--- config.mk ---
export PLATFORM = sky130hd
export DESIGN_NAME = load_cell_deadzone_mapper
export DESIGN_NICKNAME = d
export VERILOG_FILES = /design/src/sv/ldm_pkg.sv /design/src/sv/ldm_mul_serial.sv /design/src/sv/ldm_div_serial.sv /design/src/sv/load_cell_deadzone_mapper.sv
export SDC_FILE = /design/constraint.sdc
export NUM_CORES = 1
export LEC_CHECK = 0
export ABC_CLOCK_PERIOD_IN_PS = 12800
export BUFFER_PORTS_ARGS = -buffer_cell sky130_fd_sc_hd__buf_2
export CORE_AREA = 4 4 231 233
export CTS_CLUSTER_DIAMETER = 120
export DETAILED_ROUTE_END_ITERATION = 16
export DIE_AREA = 0 0 235 237
export PLACE_DENSITY = 0.81
export SKIP_LAST_GASP = 1
export SLEW_MARGIN = 30
export SYNTH_ARGS = -nofsm -noshare
export SYNTH_HDL_FRONTEND = slang
export SYNTH_SLANG_ARGS = --single-unit
--- constraint.sdc ---
create_clock -name clk -period 12.8 [get_ports clk]
set_input_delay 0.64 -clock clk [delete_from_list [all_inputs] [get_ports clk]]
set_output_delay 0.64 -clock clk [all_outputs]
set_load 0.005 [all_outputs]
--- src/sv/ldm_pkg.sv ---
// ldm_pkg: widths, register indexes, opcodes and shared types
// for the load cell deadzone mapper; no dependencies
`default_nettype none

package ldm_pkg;

  // field and datapath widths
  localparam int RAW_W     = 24;  // converter sample, zero and full scale
  localparam int FRAC_W    = 16;  // Q0.16 deadzone fraction
  localparam int LEVEL_W   = 16;  // mapped output level
  localparam int SUM_W     = 27;  // calibration accumulator
  localparam int CNT_W     = 3;   // calibration sample counter
  localparam int RNG_W     = RAW_W + 1;   // full scale minus zero
  localparam int DIFF_W    = RAW_W + 2;   // thresholds and sample offsets
  localparam int PROD_W    = RAW_W + FRAC_W;
  localparam int QUO_W     = SUM_W - 1;   // magnitude of the calibration sum
  localparam int ITER_W    = $clog2(QUO_W + 1);
  localparam int CFG_IDX_W = 2;

  // defaults for the top level parameters
  localparam int OUT_MAX_DEF     = 1023;
  localparam int CAL_SAMPLES_DEF = 5;

  // register reset values
  localparam logic signed [RAW_W-1:0] FULL_SCALE_RESET = 24'sh7FFFFF;

  // register indexes
  localparam logic [CFG_IDX_W-1:0] CFG_FULL_SCALE = 2'd0;
  localparam logic [CFG_IDX_W-1:0] CFG_LOWER_DEAD = 2'd1;
  localparam logic [CFG_IDX_W-1:0] CFG_UPPER_DEAD = 2'd2;

  // opcodes
  localparam logic OP_MAP = 1'b0;
  localparam logic OP_CAL = 1'b1;

  // divider pass lengths: map quotient is below 2^16 after the saturation check
  localparam logic [ITER_W-1:0] MAP_DIV_STEPS = ITER_W'(LEVEL_W);
  localparam logic [ITER_W-1:0] CAL_DIV_STEPS = ITER_W'(QUO_W);

  // sequencer states
  typedef enum logic [2:0] {
    S_IDLE,
    S_THRESH,
    S_SNAP,
    S_SCALE,
    S_CHECK,
    S_DIVIDE,
    S_CALDIV,
    S_WRITE
  } state_t;

  // divider launch request
  typedef struct packed {
    logic              start;
    logic [ITER_W-1:0] steps;
  } div_req_t;

endpackage

`default_nettype wire

--- src/sv/ldm_mul_serial.sv ---
// ldm_mul_serial: unsigned shift-add multiplier, one multiplier bit per cycle
// depends on ldm_pkg for default widths
`default_nettype none

module ldm_mul_serial import ldm_pkg::*; #(
  parameter int AW = RAW_W,
  parameter int BW = FRAC_W
) (
  input  logic             clk,
  input  logic             rst,
  input  logic             start,
  input  logic [AW-1:0]    a,
  input  logic [BW-1:0]    b,
  output logic             busy,
  output logic [AW+BW-1:0] prod
);

  localparam int CW = $clog2(BW + 1);

  logic [AW-1:0] a_hold;
  logic [CW-1:0] steps;
  logic [AW:0]   hi_sum;

  // add the multiplicand into the upper half when the low bit is set
  assign hi_sum = {1'b0, prod[AW+BW-1:BW]} + (prod[0] ? {1'b0, a_hold} : '0);

  // step counter
  always_ff @(posedge clk) begin
    if (rst) begin
      busy  <= 1'b0;
      steps <= '0;
    end else if (start) begin
      busy  <= 1'b1;
      steps <= CW'(BW);
    end else if (busy) begin
      steps <= steps - CW'(1);
      if (steps == CW'(1)) begin
        busy <= 1'b0;
      end
    end
  end

  // product shifts right one bit per step, multiplier bits drop off the bottom
  always_ff @(posedge clk) begin
    if (start) begin
      a_hold <= a;
      prod   <= {{AW{1'b0}}, b};
    end else if (busy) begin
      prod <= {hi_sum, prod[BW-1:1]};
    end
  end

endmodule

`default_nettype wire

--- src/sv/ldm_div_serial.sv ---
// ldm_div_serial: unsigned restoring divider, one quotient bit per cycle
// depends on ldm_pkg for default widths and the request struct
`default_nettype none

module ldm_div_serial import ldm_pkg::*; #(
  parameter int DVD_W = QUO_W,
  parameter int DVS_W = RAW_W
) (
  input  logic             clk,
  input  logic             rst,
  input  div_req_t         req,
  input  logic [DVS_W-1:0] rem_init,
  input  logic [DVD_W-1:0] dividend,
  input  logic [DVS_W-1:0] divisor,
  output logic             busy,
  output logic [DVD_W-1:0] quotient
);

  logic [DVS_W-1:0]  rem;
  logic [DVD_W-1:0]  dvd_sh;
  logic [DVS_W-1:0]  dvs_hold;
  logic [ITER_W-1:0] steps;
  logic [DVS_W:0]    r_sh;
  logic [DVS_W:0]    r_sub;
  logic              fits;

  // trial subtract of the divisor from the shifted partial remainder
  assign r_sh  = {rem, dvd_sh[DVD_W-1]};
  assign fits  = r_sh >= {1'b0, dvs_hold};
  assign r_sub = r_sh - {1'b0, dvs_hold};

  // step counter
  always_ff @(posedge clk) begin
    if (rst) begin
      busy  <= 1'b0;
      steps <= '0;
    end else if (req.start) begin
      busy  <= 1'b1;
      steps <= req.steps;
    end else if (busy) begin
      steps <= steps - ITER_W'(1);
      if (steps == ITER_W'(1)) begin
        busy <= 1'b0;
      end
    end
  end

  // remainder, dividend and quotient shift registers
  always_ff @(posedge clk) begin
    if (req.start) begin
      rem      <= rem_init;
      dvd_sh   <= dividend;
      dvs_hold <= divisor;
      quotient <= '0;
    end else if (busy) begin
      rem      <= fits ? r_sub[DVS_W-1:0] : r_sh[DVS_W-1:0];
      dvd_sh   <= {dvd_sh[DVD_W-2:0], 1'b0};
      quotient <= {quotient[DVD_W-2:0], fits};
    end
  end

endmodule

`default_nettype wire

--- src/sv/load_cell_deadzone_mapper.sv ---
// Load cell deadzone mapper. One sample beat in, one result beat out. A map
// beat computes both deadzone thresholds on two 16-step serial multipliers,
// snaps the sample, forms (sample - zero) * OUT_MAX on a further 16-step
// multiplier pass and divides by the range on a 16-step restoring divider;
// quotients that would reach 2^16 saturate and negative quotients give zero,
// both without dividing. A map beat runs those three serial passes between
// acceptance and its result; with zero range it skips them. A calibration
// beat that completes the set runs a 26-step divide for the new zero; other
// calibration beats skip it. One beat is in work at a time; a finished result
// waits in the output register while the next sample beat is taken.
// Depends on ldm_pkg, ldm_mul_serial and ldm_div_serial.
`default_nettype none

module load_cell_deadzone_mapper import ldm_pkg::*; #(
  parameter int OUT_MAX     = OUT_MAX_DEF,
  parameter int CAL_SAMPLES = CAL_SAMPLES_DEF
) (
  input  logic                       clk,
  input  logic                       rst,
  // configuration
  input  logic                       cfg_we,
  input  logic [CFG_IDX_W-1:0]       cfg_index,
  input  logic [RAW_W-1:0]           cfg_data,
  // sample channel
  input  logic                       sample_valid,
  output logic                       sample_stall,
  input  logic                       opcode,
  input  logic                       sample_ready,
  input  logic signed [RAW_W-1:0]    raw_sample,
  // result channel
  output logic                       result_valid,
  input  logic                       result_stall,
  output logic [LEVEL_W-1:0]         mapped_level,
  output logic                       calibration_done,
  output logic signed [RAW_W-1:0]    zero_value
);

  localparam logic [LEVEL_W-1:0] LEVEL_MAX = LEVEL_W'(OUT_MAX);

  // registers
  logic signed [RAW_W-1:0] full_scale_raw;
  logic [FRAC_W-1:0]       lower_dead_fraction;
  logic [FRAC_W-1:0]       upper_dead_fraction;

  // model state
  logic signed [RAW_W-1:0] held_sample;
  logic signed [RAW_W-1:0] zero_reading;
  logic signed [SUM_W-1:0] cal_sum;
  logic [CNT_W-1:0]        cal_count;

  state_t state, state_next;

  // per-beat working registers
  logic               quo_neg;
  logic [LEVEL_W-1:0] res_level;
  logic               res_done;

  // handshake
  logic accept;
  logic slot_free;

  // calibration path
  logic signed [RAW_W-1:0] x_in;
  logic signed [SUM_W-1:0] sum_next;
  logic [CNT_W-1:0]        cnt_inc;
  logic                    cal_fire;
  logic                    sum_neg;
  logic [QUO_W-1:0]        abs_sum;

  // range and thresholds
  logic signed [RNG_W-1:0]  range_w;
  logic                     r_neg;
  logic                     range_zero;
  logic [RAW_W-1:0]         abs_r;
  logic [RAW_W-1:0]         ql;
  logic [RAW_W-1:0]         qu;
  logic signed [DIFF_W-1:0] off_lo;
  logic signed [DIFF_W-1:0] off_up;
  logic signed [DIFF_W-1:0] zero_w;
  logic signed [DIFF_W-1:0] full_w;
  logic signed [DIFF_W-1:0] x_w;
  logic signed [DIFF_W-1:0] lo_th;
  logic signed [DIFF_W-1:0] hi_th;
  logic signed [DIFF_W-1:0] xs_w;
  logic signed [DIFF_W-1:0] d_w;
  logic                     d_neg;
  logic [RAW_W-1:0]         abs_d;

  // scaling and division
  logic [RAW_W-1:0]        n_hi;
  logic                    n_sat;
  logic [LEVEL_W-1:0]      quo_level;
  logic [LEVEL_W-1:0]      q_level;
  logic [RAW_W-1:0]        cal_q;
  logic signed [RAW_W-1:0] new_zero;

  // serial unit hookup
  logic               mlo_start;
  logic               mup_start;
  logic [RAW_W-1:0]   mlo_a;
  logic [FRAC_W-1:0]  mlo_b;
  logic               mlo_busy;
  logic               mup_busy;
  logic [PROD_W-1:0]  mlo_prod;
  logic [PROD_W-1:0]  mup_prod;
  div_req_t           div_req;
  logic [RAW_W-1:0]   div_rem;
  logic [QUO_W-1:0]   div_dvd;
  logic [RAW_W-1:0]   div_dvs;
  logic               div_busy;
  logic [QUO_W-1:0]   div_quo;

  assign accept       = sample_valid && !sample_stall;
  assign sample_stall = (state != S_IDLE);
  assign slot_free    = !result_valid || !result_stall;

  // calibration accumulate
  assign x_in     = sample_ready ? raw_sample : held_sample;
  assign sum_next = cal_sum + SUM_W'(x_in);
  assign cnt_inc  = cal_count + CNT_W'(1);
  assign cal_fire = cnt_inc >= CNT_W'(CAL_SAMPLES);
  assign sum_neg  = sum_next[SUM_W-1];
  assign abs_sum  = sum_neg ? QUO_W'(-sum_next) : QUO_W'(sum_next);

  // range magnitude and sign
  assign range_w    = RNG_W'(full_scale_raw) - RNG_W'(zero_reading);
  assign r_neg      = range_w[RNG_W-1];
  assign range_zero = (range_w == '0);
  assign abs_r      = r_neg ? RAW_W'(-range_w) : RAW_W'(range_w);

  // deadzone thresholds, truncated toward zero through the range sign
  assign ql     = mlo_prod[PROD_W-1:FRAC_W];
  assign qu     = mup_prod[PROD_W-1:FRAC_W];
  assign off_lo = r_neg ? -$signed({2'b00, ql}) : $signed({2'b00, ql});
  assign off_up = r_neg ? -$signed({2'b00, qu}) : $signed({2'b00, qu});
  assign zero_w = DIFF_W'(zero_reading);
  assign full_w = DIFF_W'(full_scale_raw);
  assign x_w    = DIFF_W'(held_sample);
  assign lo_th  = zero_w + off_lo;
  assign hi_th  = full_w - off_up;

  // snap into the deadzones
  always_comb begin
    priority if (x_w < lo_th) begin
      xs_w = zero_w;
    end else if (x_w > hi_th) begin
      xs_w = full_w;
    end else begin
      xs_w = x_w;
    end
  end

  assign d_w   = xs_w - zero_w;
  assign d_neg = d_w[DIFF_W-1];
  assign abs_d = d_neg ? RAW_W'(-d_w) : RAW_W'(d_w);

  // saturation check: quotient reaches 2^16 when the upper product half >= range
  assign n_hi  = mlo_prod[PROD_W-1:FRAC_W];
  assign n_sat = n_hi >= abs_r;

  // clamp the map quotient
  assign quo_level = div_quo[LEVEL_W-1:0];
  assign q_level   = (quo_level > LEVEL_MAX) ? LEVEL_MAX : quo_level;

  // signed average for the new zero
  assign cal_q    = div_quo[RAW_W-1:0];
  assign new_zero = quo_neg ? $signed(-cal_q) : $signed(cal_q);

  // operand selection for the shared units
  assign mlo_a   = (state == S_SNAP) ? abs_d : abs_r;
  assign mlo_b   = (state == S_SNAP) ? FRAC_W'(OUT_MAX) : lower_dead_fraction;
  assign div_rem = (state == S_CHECK) ? n_hi : '0;
  assign div_dvd = (state == S_CHECK) ?
                   {mlo_prod[FRAC_W-1:0], {(QUO_W-FRAC_W){1'b0}}} : abs_sum;
  assign div_dvs = (state == S_CHECK) ? abs_r : RAW_W'(CAL_SAMPLES);

  // next state
  always_comb begin
    state_next = state;
    unique case (state)
      S_IDLE: begin
        if (accept) begin
          if (opcode == OP_CAL) begin
            state_next = cal_fire ? S_CALDIV : S_WRITE;
          end else begin
            state_next = range_zero ? S_WRITE : S_THRESH;
          end
        end
      end
      S_THRESH: begin
        if (!mlo_busy && !mup_busy) state_next = S_SNAP;
      end
      S_SNAP: begin
        state_next = S_SCALE;
      end
      S_SCALE: begin
        if (!mlo_busy) state_next = S_CHECK;
      end
      S_CHECK: begin
        state_next = (quo_neg || n_sat) ? S_WRITE : S_DIVIDE;
      end
      S_DIVIDE: begin
        if (!div_busy) state_next = S_WRITE;
      end
      S_CALDIV: begin
        if (!div_busy) state_next = S_WRITE;
      end
      S_WRITE: begin
        if (slot_free) state_next = S_IDLE;
      end
      default: begin
        state_next = S_IDLE;
      end
    endcase
  end

  // sequencer outputs
  always_comb begin
    mlo_start     = 1'b0;
    mup_start     = 1'b0;
    div_req.start = 1'b0;
    div_req.steps = CAL_DIV_STEPS;
    unique case (state)
      S_IDLE: begin
        mlo_start     = accept && (opcode == OP_MAP) && !range_zero;
        mup_start     = accept && (opcode == OP_MAP) && !range_zero;
        div_req.start = accept && (opcode == OP_CAL) && cal_fire;
      end
      S_SNAP: begin
        mlo_start = 1'b1;
      end
      S_CHECK: begin
        div_req.start = !quo_neg && !n_sat;
        div_req.steps = MAP_DIV_STEPS;
      end
      S_THRESH, S_SCALE, S_DIVIDE, S_CALDIV, S_WRITE: begin
      end
      default: begin
      end
    endcase
  end

  always_ff @(posedge clk) begin
    if (rst) begin
      state <= S_IDLE;
    end else begin
      state <= state_next;
    end
  end

  // configuration registers
  always_ff @(posedge clk) begin
    if (rst) begin
      full_scale_raw      <= FULL_SCALE_RESET;
      lower_dead_fraction <= '0;
      upper_dead_fraction <= '0;
    end else if (cfg_we) begin
      unique case (cfg_index)
        CFG_FULL_SCALE: full_scale_raw      <= cfg_data;
        CFG_LOWER_DEAD: lower_dead_fraction <= cfg_data[FRAC_W-1:0];
        CFG_UPPER_DEAD: upper_dead_fraction <= cfg_data[FRAC_W-1:0];
        default: begin
        end
      endcase
    end
  end

  // held sample, zero and calibration accumulator
  always_ff @(posedge clk) begin
    if (rst) begin
      held_sample  <= '0;
      zero_reading <= '0;
      cal_sum      <= '0;
      cal_count    <= '0;
    end else begin
      if (accept) begin
        if (sample_ready) begin
          held_sample <= raw_sample;
        end
        if (opcode == OP_CAL) begin
          if (cal_fire) begin
            cal_sum   <= '0;
            cal_count <= '0;
          end else begin
            cal_sum   <= sum_next;
            cal_count <= cnt_inc;
          end
        end
      end
      if ((state == S_CALDIV) && !div_busy) begin
        zero_reading <= new_zero;
      end
    end
  end

  // per-beat result staging
  always_ff @(posedge clk) begin
    if (accept) begin
      quo_neg   <= sum_neg;
      res_level <= '0;
      res_done  <= 1'b0;
    end
    if (state == S_SNAP) begin
      quo_neg <= d_neg ^ r_neg;
    end
    if ((state == S_CHECK) && !quo_neg && n_sat) begin
      res_level <= LEVEL_MAX;
    end
    if ((state == S_DIVIDE) && !div_busy) begin
      res_level <= q_level;
    end
    if ((state == S_CALDIV) && !div_busy) begin
      res_done <= 1'b1;
    end
  end

  // output register
  always_ff @(posedge clk) begin
    if (rst) begin
      result_valid <= 1'b0;
    end else if ((state == S_WRITE) && slot_free) begin
      result_valid <= 1'b1;
    end else if (!result_stall) begin
      result_valid <= 1'b0;
    end
  end

  always_ff @(posedge clk) begin
    if ((state == S_WRITE) && slot_free) begin
      mapped_level     <= res_level;
      calibration_done <= res_done;
      zero_value       <= zero_reading;
    end
  end

  // lower threshold and numerator multiplier
  ldm_mul_serial #(
    .AW (RAW_W),
    .BW (FRAC_W)
  ) u_mul_lo (
    .clk   (clk),
    .rst   (rst),
    .start (mlo_start),
    .a     (mlo_a),
    .b     (mlo_b),
    .busy  (mlo_busy),
    .prod  (mlo_prod)
  );

  // upper threshold multiplier
  ldm_mul_serial #(
    .AW (RAW_W),
    .BW (FRAC_W)
  ) u_mul_up (
    .clk   (clk),
    .rst   (rst),
    .start (mup_start),
    .a     (abs_r),
    .b     (upper_dead_fraction),
    .busy  (mup_busy),
    .prod  (mup_prod)
  );

  // shared divider for the map quotient and the calibration average
  ldm_div_serial #(
    .DVD_W (QUO_W),
    .DVS_W (RAW_W)
  ) u_div (
    .clk      (clk),
    .rst      (rst),
    .req      (div_req),
    .rem_init (div_rem),
    .dividend (div_dvd),
    .divisor  (div_dvs),
    .busy     (div_busy),
    .quotient (div_quo)
  );

endmodule

`default_nettype wire

==> results.sh <==
export IMPL_seq_area_um2=10950
export IMPL_maxCapViolCount=0
export IMPL_numPortBuffers=99
export IMPL_vias_per_cell=6.373
export IMPL_clkLatencyLatePin_ns=0.62
export IMPL_slowest_stage="a31o_2"
export IMPL_tightest_slew_ns=1.091
export IMPL_leakagePower_uw=0.01475
export IMPL_setup_viol=0
export IMPL_synth_ff_type="dfxtp_1"
export IMPL_antenna_found_initial=2
export IMPL_worst_ir_drop_vdd_mv=0.2765
export IMPL_cts_buffers=48
export IMPL_worst_path_largest_cell_delay_ns=0.55
export IMPL_clk_pin_slew_worst_paths_ns=0.06
export IMPL_ys_seq_elements=441
export IMPL_status="complete, no violations"
export IMPL_period_minus_slack_ns=12.13
export IMPL_postSynth_asyncResetShare_pct=0
export IMPL_final_nets=4101
export IMPL_cp_start_kind="register"
export IMPL_slew_violations=0
export IMPL_cp_end_kind="register"
export IMPL_postLayoutCellArea_um2=35360
export IMPL_wl_um=97560
export IMPL_grt_pass1_vias=26670
export IMPL_postSynthAreaPerCell_um2=8.795
export IMPL_synth_compound_area_share_pct=19.52
export IMPL_period_share_pct=94.79
export IMPL_dpl_worst_slack_ns=0.7592
export IMPL_synth_top_family_by_area="compound AO/OA/AOI/OAI gates"
export IMPL_cpMostUsedCell="a21o_1"
export IMPL_cts_buffer_depth=3
export IMPL_slew_headroom_pct=26.76
export IMPL_row_count=83
export IMPL_place_area_um2=33720
export IMPL_fin_skew_ns=0.03752
export IMPL_overflow=0
export IMPL_critical_path_arrival_ns=12.44
export IMPL_cts_root_buffer="clkbuf_16"
export IMPL_synth_simple_gate_area_share_pct=17.74
export IMPL_htreeDepth=2
export IMPL_postCtsSetupRepairBufs=0
export IMPL_total_power_uw=10840
export IMPL_synthMuxAreaShare_pct=6.018
export IMPL_initial_utilization_pct=63.47
export IMPL_design_core_area_um2=51200
export IMPL_fmax_mhz=82.42
export IMPL_fp_dieH_um=237
export IMPL_synthXorXnorAreaFrac_pct=7.516
export IMPL_hold_class="in2reg"
export IMPL_die_area_um2=55700
export IMPL_synth_adder_area_share_pct=11.47
export IMPL_first_pass_iters=6
export IMPL_n_fill_cell=4061
export IMPL_detail_route_antenna_nets=0
export IMPL_grt_max_degree=86
export IMPL_synthesis_instances=3695
export IMPL_multi_input_comb_area_um2=20350
export IMPL_power_density_nw_per_um2=306.5
export IMPL_crit_fanout=25
export IMPL_finalHoldViolations=0
export IMPL_area_growth_pct=8.821
export IMPL_syn_cell_area_um2=32500
export IMPL_criticalPathCategory="reg2reg"
export IMPL_post_route_drc_count=0
export IMPL_cts_sinks=441
export IMPL_ys_seq_area_share_pct=33.70
export IMPL_place_congestion=1.014
export IMPL_grt_total_usage_pct=33.76
export IMPL_io_pins=100
export IMPL_wl_per_cell_um=21.82
export IMPL_grt_pass1_wl_um=150100
export IMPL_cts_tree="yes"
export IMPL_synth_edf_count=212
export IMPL_setup_slack_ns=0.6666
export IMPL_yosys_cell_types_count=103
export IMPL_drtIter0Drc=2989
export IMPL_dpl_hpwl_um=73700
export IMPL_yosysWarnings=0
export IMPL_die_w_um=235
export IMPL_rsz0062_at_grt="no"
export IMPL_required_ns=13.11
export IMPL_tns_ns=0
export IMPL_via_count=28490
export IMPL_drive_gt1_share_pct=8.945
[worst paths after layout]
check	start	end	slack (ns)	depth (start not counted)
worst max-delay path	full_scale_raw[0]	u_mul_lo.a_hold[17]	0.67	49
worst min-delay path	cfg_data[21]	full_scale_raw[21]	0.23	2
worst max register to register	full_scale_raw[0]	u_mul_lo.a_hold[17]	0.67	49
worst min register to register	res_level[0]	mapped_level[0]	0.42	0
[metrics by stage]
stage / utilization [%] / hold slack (ns) / instances
finish: 69.07 / 0.2271 / 4471
CTS: 68.98 / 0.2171 / 4469
detailed placement: 65.86 / 0.4045 / 4380
floorplan: - / 0.4003 / 3700
global placement: 65.84 / 0.4010 / 4380
global route: 69.07 / 0.2346 / 4470
[cell usage in the layout, fill, tap and decap left out, types with 23 or more instances in the layout]
master and instances:
a22oi_1 30, o21ai_0 199, ha_1 285, nor2_1 332, nand2b_1 42, o21bai_1 23
edfxtp_1 212, clkbuf_16 48, or3_1 35, inv_1 184, nand2_1 341, nor3_1 84
mux2_2 39, a211o_1 36, dfxtp_1 227, and2_1 59, and3_1 26, nor2b_1 67
mux2i_1 147, buf_4 52, buf_2 98, o31ai_1 46, xor2_1 140, a31oi_1 27
xnor2_1 135, nand3_1 64, a211oi_1 49, o21a_1 48, a21o_1 99, a21oi_1 249
nand4_1 27
[flip-flops by register name, indices dropped and copies added (netlist names), 3 cells and up]
register and count:
cal_count 3, cal_sum 27, full_scale_raw 24, held_sample 24, lower_dead_fraction 16, mapped_level 16
res_level 16, state 3, u_div.dvd_sh 26, u_div.dvs_hold 24, u_div.quotient 24, u_div.rem 24
u_div.steps 5, u_mul_lo.a_hold 24, u_mul_lo.prod 40, u_mul_lo.steps 5, u_mul_up.a_hold 24, u_mul_up.prod 40
u_mul_up.steps 5, upper_dead_fraction 16, zero_reading 24, zero_value 24
[synthesized netlist by cell type (all sizes together) (42+ instances only)]
| cell type | instances | area [µm²] |
|---|---|---|
| a211oi | 52 | 405.4 |
| xor2 | 142 | 1251 |
| nand2 | 342 | 1291 |
| nor3 | 88 | 450.4 |
| nor2 | 334 | 1254 |
| o31ai | 48 | 379.1 |
| inv | 186 | 698.2 |
| o21a | 48 | 360.4 |
| nor2b | 67 | 419.2 |
| mux2 | 43 | 484.2 |
| o21ai | 202 | 1015 |
| xnor2 | 136 | 1191 |
| a21o | 99 | 743.2 |
| nand2b | 42 | 262.8 |
| nand3 | 64 | 320.3 |
| edfxtp | 212 | 6366 |
| mux2i | 147 | 1471 |
| dfxtp | 229 | 4584 |
| and2 | 61 | 381.6 |
| a21oi | 253 | 1281 |
| ha | 285 | 3566 |
| clkbuf | 129 | 484.2 |
[where the power goes]
part	switching, µW	internal [µW]	total [µW]
registers	380	1950	2330
logic	4300	2790	7090
clock network	607	811	1420
[worst max-delay path: cells and delay by family, from the launching register on]
family	cells	cell delay [ns]
and+or+nand+nor	7	1.34
buffers and inverters	4	0.62
DFF	1	0.31
xor gates and xnor gates	2	0.39
muxes	3	0.35
adders and majority gates	5	1.61
AOI/OAI and AO/OA	28	7.18
[repair_timing]
| action | in CTS | in global routing |
|---|---|---|
| resized for setup | 0 | 2 |
| setup endpoints to repair | 0 | 14 |
| hold buffers | 0 | 0 |
[routing by layer]
layer	track usage, %	wire length [µm]	vias to the layer above
met1	44.51	40270	13460
met2	54.24	43470	1240
li1	-	-	13490
met5	0	0	-
met4	17.54	6044	0
met3	4.915	7767	303
[cell families after synthesis]
| group | after synthesis |
|---|---|
| AO/OA/AOI/OAI | 964 |
| XOR/XNOR | 278 |
| adder cells (fa/ha/maj) | 293 |
| buffers and inverters | 337 |
| flip-flops | 441 |
| multiplexers | 190 |
| other | 1 |
| AND/OR/NAND/NOR | 1191 |
[area by class of cell]
cell class	count	share of cell area [%]
Tap cell	680	2.406
Multi-Input combinational cell	2922	57.56
Antenna cell	1	0.007076
Clock buffer	60	3.581
Sequential cell	441	30.97
Timing Repair Buffer	152	2.565
Clock inverter	29	0.9376
Inverter	186	1.974
No activity file was read; power rests on OpenSTA's default activity.
